**src/dirv_pkg.sv**
```systemverilog
// Shared types and constants for the decimal integer range validator.
`timescale 1ns / 1ps

package dirv_pkg;

  localparam int RANGE_SLOTS_DEF = 3;
  localparam int VALUE_W         = 64;
  localparam int CHAR_W          = 8;
  localparam int COUNT_W         = 2;
  localparam int CFG_IDX_W       = 3;
  localparam int CFG_DATA_W      = 64;
  localparam int OUT_DATA_W      = 72;

  localparam logic [VALUE_W-1:0] NEG_LIMIT = 64'h8000_0000_0000_0000;
  localparam logic [VALUE_W-1:0] POS_LIMIT = 64'h7FFF_FFFF_FFFF_FFFF;

  localparam logic [CHAR_W-1:0] CH_ZERO  = 8'h30;
  localparam logic [CHAR_W-1:0] CH_NINE  = 8'h39;
  localparam logic [CHAR_W-1:0] CH_MINUS = 8'h2D;
  localparam logic [CHAR_W-1:0] CH_PLUS  = 8'h2B;

  // Register indexes
  localparam logic [CFG_IDX_W-1:0] CFG_RANGE_COUNT = 3'd0;
  localparam logic [CFG_IDX_W-1:0] CFG_RANGE0_LOW  = 3'd1;
  localparam logic [CFG_IDX_W-1:0] CFG_RANGE0_HIGH = 3'd2;
  localparam logic [CFG_IDX_W-1:0] CFG_RANGE1_LOW  = 3'd3;
  localparam logic [CFG_IDX_W-1:0] CFG_RANGE1_HIGH = 3'd4;
  localparam logic [CFG_IDX_W-1:0] CFG_RANGE2_LOW  = 3'd5;
  localparam logic [CFG_IDX_W-1:0] CFG_RANGE2_HIGH = 3'd6;

  typedef enum logic [2:0] {
    ST_ACCEPTED  = 3'd0,
    ST_EMPTY     = 3'd1,
    ST_BADCHAR   = 3'd2,
    ST_TOOLARGE  = 3'd3,
    ST_OUT_RANGE = 3'd4
  } status_t;

  typedef enum logic [1:0] {
    ERR_NONE     = 2'd0,
    ERR_BADCHAR  = 2'd1,
    ERR_TOOLARGE = 2'd2
  } err_t;

  // Parsed value on its way to the range check
  typedef struct packed {
    logic [VALUE_W-1:0] value;
    status_t            status;
  } dirv_fin_t;

endpackage

```
**src/decimal_integer_range_validator.sv**
```systemverilog
// Top level: stream ports, configuration registers, parser and range check.
`timescale 1ns / 1ps
// The result of a value leaves through the parse-state/result register, then the range-check
//   result register, once its terminator request is taken. Throughput: one request per cycle
//   while in_tready is not held low; the 64-bit shift-add accumulator updates per character.
// Reset (rst_n low, synchronous): parse state cleared, both stages empty,
//   range_count 0, every range reset to the full signed 64-bit span.

module decimal_integer_range_validator
  import dirv_pkg::*;
#(
  parameter int RANGE_SLOTS = RANGE_SLOTS_DEF
) (
  input  logic                  clk,
  input  logic                  rst_n,
  // input requests
  input  logic                  in_tvalid,
  output logic                  in_tready,
  input  logic [CHAR_W-1:0]     in_tdata,   // [7:0] char_code
  input  logic                  in_tlast,   // end_of_value
  // results
  output logic                  out_tvalid,
  input  logic                  out_tready,
  output logic [OUT_DATA_W-1:0] out_tdata,  // [0] valid_res, [64:1] int_value,
                                            // [67:65] status, [71:68] zero
  // configuration writes
  input  logic                  cfg_we,
  input  logic [CFG_IDX_W-1:0]  cfg_index,
  input  logic [CFG_DATA_W-1:0] cfg_wdata
);

  logic [COUNT_W-1:0]        range_count_r;
  logic signed [VALUE_W-1:0] range_low_r  [RANGE_SLOTS];
  logic signed [VALUE_W-1:0] range_high_r [RANGE_SLOTS];

  logic          fin_valid;
  logic          fin_ready;
  dirv_fin_t     fin;
  logic          valid_res;
  logic [VALUE_W-1:0] int_value;
  status_t       status;

  // Range count register; indexes past the list fall through untouched
  always_ff @(posedge clk) begin
    if (!rst_n) begin
      range_count_r <= '0;
    end else if (cfg_we && cfg_index == CFG_RANGE_COUNT) begin
      range_count_r <= cfg_wdata[COUNT_W-1:0];
    end
  end

  // Range bound registers: slot s low at 1+2s, high at 2+2s
  for (genvar s = 0; s < RANGE_SLOTS; s++) begin : g_slot
    localparam logic [CFG_IDX_W-1:0] LowIdx  = CFG_IDX_W'(int'(CFG_RANGE0_LOW) + 2 * s);
    localparam logic [CFG_IDX_W-1:0] HighIdx = CFG_IDX_W'(int'(CFG_RANGE0_LOW) + 2 * s + 1);
    always_ff @(posedge clk) begin
      if (!rst_n) begin
        range_low_r[s]  <= NEG_LIMIT;
        range_high_r[s] <= POS_LIMIT;
      end else if (cfg_we) begin
        if (cfg_index == LowIdx) begin
          range_low_r[s] <= cfg_wdata;
        end
        if (cfg_index == HighIdx) begin
          range_high_r[s] <= cfg_wdata;
        end
      end
    end
  end

  dirv_parser u_parser (
    .clk       (clk),
    .rst_n     (rst_n),
    .in_valid  (in_tvalid),
    .in_ready  (in_tready),
    .in_char   (in_tdata),
    .in_last   (in_tlast),
    .fin_valid (fin_valid),
    .fin_ready (fin_ready),
    .fin       (fin)
  );

  dirv_range #(
    .RANGE_SLOTS (RANGE_SLOTS)
  ) u_range (
    .clk         (clk),
    .rst_n       (rst_n),
    .fin_valid   (fin_valid),
    .fin_ready   (fin_ready),
    .fin         (fin),
    .range_count (range_count_r),
    .range_low   (range_low_r),
    .range_high  (range_high_r),
    .res_valid   (out_tvalid),
    .res_ready   (out_tready),
    .valid_res   (valid_res),
    .int_value   (int_value),
    .status      (status)
  );

  assign out_tdata = {4'b0, status, int_value, valid_res};

  // Terminator taken means a parsed result is staged on the next edge
  a_term_stages: assert property (@(posedge clk) disable iff (!rst_n)
    in_tvalid && in_tready && in_tlast |=> fin_valid)
    else $error("terminator request did not stage a result");

  // Failed parses carry a zero value
  a_zero_on_fail: assert property (@(posedge clk) disable iff (!rst_n)
    out_tvalid && (status == ST_EMPTY || status == ST_BADCHAR || status == ST_TOOLARGE)
    |-> int_value == '0)
    else $error("nonzero value on failed parse");

  // valid flag agrees with the status code
  a_valid_flag: assert property (@(posedge clk) disable iff (!rst_n)
    out_tvalid |-> (valid_res == (status == ST_ACCEPTED)))
    else $error("valid_res disagrees with status");

  // Nothing is offered right after reset
  a_reset_empty: assert property (@(posedge clk)
    !rst_n |=> !out_tvalid)
    else $error("result offered after reset");

endmodule

```
**src/dirv_parser.sv**
```systemverilog
// Character accumulator: sign, digits, exact overflow test, end-of-value result.
`timescale 1ns / 1ps

module dirv_parser
  import dirv_pkg::*;
(
  input  logic              clk,
  input  logic              rst_n,
  input  logic              in_valid,
  output logic              in_ready,
  input  logic [CHAR_W-1:0] in_char,
  input  logic              in_last,
  output logic              fin_valid,
  input  logic              fin_ready,
  output dirv_fin_t         fin
);

  logic [VALUE_W-1:0] mag_r, mag_nxt;
  logic               neg_r, neg_nxt;
  logic               at_start_r, at_start_nxt;
  logic               digit_seen_r, digit_seen_nxt;
  err_t               err_r, err_nxt;
  logic               fin_valid_r, fin_valid_nxt;
  dirv_fin_t          fin_r, fin_nxt;

  logic               accept;
  logic               is_digit;
  logic               is_sign;
  logic [VALUE_W+3:0] prod;
  logic               too_big;

  assign in_ready  = !fin_valid_r || fin_ready;
  assign accept    = in_valid && in_ready;
  assign fin_valid = fin_valid_r;
  assign fin       = fin_r;

  assign is_digit = (in_char >= CH_ZERO) && (in_char <= CH_NINE);
  assign is_sign  = (in_char == CH_PLUS) || (in_char == CH_MINUS);
  // mag*10 + digit, four spare bits expose any carry out of 64 bits
  assign prod = ({4'b0, mag_r} << 3) + ({4'b0, mag_r} << 1)
              + (VALUE_W+4)'(in_char[3:0]);
  assign too_big = neg_r ? (mag_r[VALUE_W-1] && (|mag_r[VALUE_W-2:0]))
                         : mag_r[VALUE_W-1];

  always_comb begin
    mag_nxt        = mag_r;
    neg_nxt        = neg_r;
    at_start_nxt   = at_start_r;
    digit_seen_nxt = digit_seen_r;
    err_nxt        = err_r;
    fin_valid_nxt  = fin_valid_r && !fin_ready;
    fin_nxt        = fin_r;
    if (accept && in_last) begin
      fin_valid_nxt = 1'b1;
      fin_nxt.value = '0;
      case (err_r)
        ERR_BADCHAR:  fin_nxt.status = ST_BADCHAR;
        ERR_TOOLARGE: fin_nxt.status = ST_TOOLARGE;
        default: begin
          if (!digit_seen_r) begin
            fin_nxt.status = ST_EMPTY;
          end else if (too_big) begin
            fin_nxt.status = ST_TOOLARGE;
          end else begin
            fin_nxt.status = ST_ACCEPTED;
            fin_nxt.value  = neg_r ? (VALUE_W'(0) - mag_r) : mag_r;
          end
        end
      endcase
      mag_nxt        = '0;
      neg_nxt        = 1'b0;
      at_start_nxt   = 1'b1;
      digit_seen_nxt = 1'b0;
      err_nxt        = ERR_NONE;
    end else if (accept) begin
      at_start_nxt = 1'b0;
      if (at_start_r && is_sign) begin
        neg_nxt = (in_char == CH_MINUS);
      end else begin
        digit_seen_nxt = 1'b1;
        if (err_r == ERR_NONE) begin
          if (!is_digit) begin
            err_nxt = ERR_BADCHAR;
          end else if (|prod[VALUE_W+3:VALUE_W]) begin
            err_nxt = ERR_TOOLARGE;
          end else begin
            mag_nxt = prod[VALUE_W-1:0];
          end
        end
      end
    end
  end

  always_ff @(posedge clk) begin
    if (!rst_n) begin
      mag_r        <= '0;
      neg_r        <= 1'b0;
      at_start_r   <= 1'b1;
      digit_seen_r <= 1'b0;
      err_r        <= ERR_NONE;
      fin_valid_r  <= 1'b0;
    end else begin
      mag_r        <= mag_nxt;
      neg_r        <= neg_nxt;
      at_start_r   <= at_start_nxt;
      digit_seen_r <= digit_seen_nxt;
      err_r        <= err_nxt;
      fin_valid_r  <= fin_valid_nxt;
    end
  end

  always_ff @(posedge clk) begin
    fin_r <= fin_nxt;
  end

endmodule

```
**src/dirv_range.sv**
```systemverilog
// Range check of the parsed value and the result register.
`timescale 1ns / 1ps

module dirv_range
  import dirv_pkg::*;
#(
  parameter int RANGE_SLOTS = RANGE_SLOTS_DEF
) (
  input  logic                      clk,
  input  logic                      rst_n,
  input  logic                      fin_valid,
  output logic                      fin_ready,
  input  dirv_fin_t                 fin,
  input  logic [COUNT_W-1:0]        range_count,
  input  logic signed [VALUE_W-1:0] range_low  [RANGE_SLOTS],
  input  logic signed [VALUE_W-1:0] range_high [RANGE_SLOTS],
  output logic                      res_valid,
  input  logic                      res_ready,
  output logic                      valid_res,
  output logic [VALUE_W-1:0]        int_value,
  output status_t                   status
);

  logic               out_valid_r, out_valid_nxt;
  logic [VALUE_W-1:0] value_r;
  status_t            status_r, status_nxt;
  logic               hit;
  logic               load;

  assign fin_ready = !out_valid_r || res_ready;
  assign load      = fin_valid && fin_ready;

  // Slots are compared side by side
  always_comb begin
    hit = (range_count == '0);
    for (int i = 0; i < RANGE_SLOTS; i++) begin
      if ((i < int'(range_count)) &&
          (range_low[i] <= $signed(fin.value)) &&
          ($signed(fin.value) <= range_high[i])) begin
        hit = 1'b1;
      end
    end
  end

  always_comb begin
    status_nxt = fin.status;
    if (fin.status == ST_ACCEPTED && !hit) begin
      status_nxt = ST_OUT_RANGE;
    end
    out_valid_nxt = load || (out_valid_r && !res_ready);
  end

  always_ff @(posedge clk) begin
    if (!rst_n) begin
      out_valid_r <= 1'b0;
    end else begin
      out_valid_r <= out_valid_nxt;
    end
  end

  always_ff @(posedge clk) begin
    if (load) begin
      value_r  <= fin.value;
      status_r <= status_nxt;
    end
  end

  assign res_valid = out_valid_r;
  assign valid_res = (status_r == ST_ACCEPTED);
  assign int_value = value_r;
  assign status    = status_r;

endmodule
```
**config.mk**
```make
export PLATFORM = sky130hd
export DESIGN_NAME = decimal_integer_range_validator
export DESIGN_NICKNAME = d
export VERILOG_FILES = /design/src/dirv_pkg.sv /design/src/decimal_integer_range_validator.sv /design/src/dirv_parser.sv /design/src/dirv_range.sv
export SDC_FILE = /design/constraint.sdc
export NUM_CORES = 2
export LEC_CHECK = 0
export BUFFER_PORTS_ARGS = -buffer_cell sky130_fd_sc_hd__buf_2
export CAP_MARGIN = 20
export CORE_UTILIZATION = 56
export DETAILED_ROUTE_END_ITERATION = 8
export PLACE_DENSITY_LB_ADDON = 0.05
export SLEW_MARGIN = 40
export SYNTH_ARGS = -nofsm -noshare
export SYNTH_HDL_FRONTEND = slang
export SYNTH_SLANG_ARGS = --single-unit
```
**constraint.sdc**
```tcl
create_clock -name clk -period 4.5 [get_ports clk]
set_input_delay 0.45 -clock clk [delete_from_list [all_inputs] [get_ports clk]]
set_output_delay 0.45 -clock clk [all_outputs]
set_load 0.1 [all_outputs]
```
==> summary.md <==
| Metric | Value |
|---|---|
| GRT Residual Overflow | 0 |
| Worst Skew | 0.0174 ns |
| Sequential share of the synthesized area | 36.2% |
| Internal power | 9.13 mW |
| Most used DFF post-synth | dfxtp_1 |
| RD Place Congestion | 0.969 |
| Starting Density | 57.1% |
| Vias per Instance | 5.89 |
| IO buf count | 150 |
| Seq cells post-synth | 590 |
| Area occupied by registers | 13100 µm² |
| Clock power frac | 45.5% |
| Gr usage total | 31.6% |
| CP required | 5.01 ns |
| Synthesis Warnings | 0 |
| Filler Cell Count | 5477 |
| Clock buffer depth | 3 |
| Commonest non-fill, non-tap cell in the layout | nand2_1 |
| Post-synthesis async set-or-reset flop share | 0% |
| Sw frac | 25.0% |
| Drc violations | 0 |
| Final setup viols | 0 |
| Post-CTS Hold Fix Bufs | 0 |
| Post-DR wirelength/cell | 20.3 µm |
| Total placed cells including tap cells | 5077 |
| Global-route wire length before repair | 164000 µm |
| Register share of total power | 46.2% |
| CP Capture Type | register |
| Multi-input gate area | 21300 µm² |
| Final wirelength | 106000 µm |
| DRT Pass-1 Iters | 5 |
| Share of cells above drive strength 1 | 9.21% |
| Post-Syn Instances | 4182 |
| Setup Total Neg Slack | 0 ns |
| Ports | 155 |
| Area added between synthesis and finish | 11.6% |
| CTS clk-pin slew, worst paths | 0.06 ns |
| CP startpoint kind | register |
| Worst hold path class | primary input to register |
| Die Span X | 256 µm |
| Logic pwr share | 8.3% |
| DRT antenna net count | 0 |
| DPL Wire Length | 79100 µm |
| Post-Syn Area | 36300 µm² |
| Area of the core | 63500 µm² |
| VDD IR max | 0.000277 V |
| Crit path arrival time | 4.73 ns |
| Pwr dens | 301 nW/µm² |
| Die Ht | 256 µm |
| Tightest Pin Transition | 0.885 ns |
| Yosys cell types | 84 |
| Commonest non-fill, non-tap cells in the layout | 813 x nand2_1, 515 x ha_1, 456 x dfxtp_1 |
| Clk Latency, worst-skew pair | 0.60 ns |
| CTS Sinks | 590 |
| Number of global-route vias before repair | 28900 |
| CTS Buf Count | 69 |
| Largest net degree at the start of global routing | 177 |
| Max-slew violations | 0 |
| Crit Path Category | register to register |
| Crit-path max FO | 7 |
| Leak Pwr | 18.9 nW |
| Initial DRC Count | 2568 |
| Initial antenna violation count | 6 |
| Max_cap viols | 0 |
| Sw Pwr | 3.05 mW |
| Clock tree from TritonCTS | yes |
| Final net count | 4900 |
| Row Count | 92 |
| Fmax | 237 MHz |
| Crit path time final | 4.22 ns |
| Final Hold Viols | 0 |
| Run status | complete, no violations |
| Max H-tree Level | 3 |
| Fin crit share | 93.7% |
| Rel. slew slack | 41.0% |
| Finished Layout Cells | 5202 |
| Post-synth EDFFs | 133 |
| Average size of a mapped cell | 8.67 µm² |
| CTS Root Cell | clkbuf_16 |
| Vias | 30600 |
| RSZ-0062 raised after global routing | no |
| Die Area | 65800 µm² |
==> power by group through the flow <==
| stage | Sequential [mW] | Clock, mW | Combinational (mW) |
|---|---|---|---|
| after floorplan | 5.82 | 0 | 0.573 |
| after global placement | 5.74 | 0 | 0.980 |
| after detailed placement | 5.74 | 0 | 0.999 |
| after CTS | 5.63 | 5.61 | 1.01 |
| after global routing | 5.64 | 5.82 | 1.11 |
| final | 5.63 | 5.54 | 1.01 |
==> cells by family after synthesis <==
| kind of cell | synth area share, % |
|---|---|
| AND/OR/NAND/NOR | 16.6 |
| AO/OA/AOI/OAI | 19.7 |
| flip-flops | 36.2 |
| adder cells (fa/ha/maj) | 17.9 |
| buffers and inverters | 5.35 |
| XOR/XNOR | 2.92 |
| multiplexers | 1.28 |
| other | 0.0103 |
==> critical path: stages (launching register included) <==
cell	delay (ns)
dfxtp_1	0.41
inv_1	0.11
fa_1	0.49
inv_1	0.07
fa_1	0.48
a211oi_1	0.33
o211ai_1	0.13
a21boi_1	0.23
buf_4	0.20
nor4_1	0.10
o21ai_1	0.23
a21oi_1	0.12
or3_1	0.35
and2_0	0.24
nor3_4	0.42
mux2i_1	0.23
==> cell type report <==
cell class / instances / share of cell area, %
Multi-Input combinational cell: 3101 / 52.6
Sequential cell: 590 / 32.5
Clock buffer: 95 / 4.76
Timing Repair Buffer: 256 / 4.26
Inverter: 284 / 2.63
Tap cell: 846 / 2.62
Clock inverter: 28 / 0.668
Antenna cell: 2 / 0.0124
==> repair_timing <==
item	in CTS	in global routing
endpoints found under the setup margin	0	23
gates resized for setup	0	1
buffers inserted	0	0
==> metal layers <==
layer	global-route usage, %	wire [µm]
met5	0	35
met2	52.0	48900
met4	9.38	2640
met3	3.55	6050
met1	43.6	48000
==> Yosys cell counts (all sizes together) (3+ instances only) <==
| cell | count | area, µm² |
|---|---|---|
| a211oi | 34 | 255 |
| nand2 | 814 | 3060 |
| nand3 | 51 | 260 |
| or4 | 10 | 78.8 |
| nor2b | 23 | 144 |
| or3 | 25 | 156 |
| a21boi | 196 | 1470 |
| o21bai | 12 | 90.1 |
| nor2 | 170 | 648 |
| or2 | 10 | 62.6 |
| buf | 25 | 178 |
| a21oi | 239 | 1200 |
| edfxtp | 133 | 3990 |
| a21o | 112 | 841 |
| xor2 | 80 | 701 |
| o311ai | 3 | 26.3 |
| o2111ai | 3 | 26.3 |
| and3 | 11 | 68.8 |
| dfxtp | 457 | 9150 |
| a2111oi | 10 | 106 |
| nand4 | 136 | 851 |
| o41ai | 15 | 131 |
| o31ai | 47 | 353 |
| xnor2 | 41 | 359 |
| nor4 | 29 | 211 |
| and2 | 7 | 43.8 |
| inv | 284 | 1070 |
| nor3 | 40 | 211 |
| ha | 515 | 6440 |
| mux2i | 44 | 440 |
| a221oi | 5 | 43.8 |
| o211ai | 204 | 1530 |
| nand2b | 15 | 101 |
| a31oi | 10 | 62.6 |
| o21a | 18 | 135 |
| o21ai | 121 | 613 |
| nand4b | 4 | 35.0 |
| clkbuf | 185 | 697 |
| and4 | 4 | 35.0 |
==> flip-flops by register name, indices dropped and copies added, names as in the netlist, 2 cells and up <==
register	flops
u_parser.fin	66
u_parser.mag_r	64
u_range.status	3
u_range.int_value	64
u_parser.err_r	2
range_count_r	2
range_low_r	192
range_high_r	192
==> path summary, 6_finish.rpt <==
check                           slack, ns  depth (start not counted)                   to                start
worst max-delay path                 0.28                         15   u_parser.mag_r[60]    u_parser.mag_r[2]
worst min-delay path                 0.15                          3    u_parser.mag_r[0]          in_tdata[0]
worst max register to register       0.28                         15   u_parser.mag_r[60]    u_parser.mag_r[2]
worst min register to register       0.45                          2  u_parser.at_start_r  u_parser.at_start_r
==> stage by stage <==
| stage | power, mW | instance area (µm²) | hold slack, ns | utilization (%) | setup WS [ns] |
|---|---|---|---|---|---|
| finish | 12.2 | 40500 | 0.149 | 63.7 | 0.285 |
| floorplan | 6.40 | 36300 | 0.422 | - | 0.0671 |
| global placement | 6.72 | 38100 | 0.441 | 60.0 | 0.176 |
| global route | 12.6 | 40500 | 0.151 | 63.7 | 0.00421 |
| detailed placement | 6.74 | 38300 | 0.438 | 60.2 | 0.105 |
| CTS | 12.2 | 40400 | 0.115 | 63.7 | 0.210 |
(Power assumes the default switching activity.)
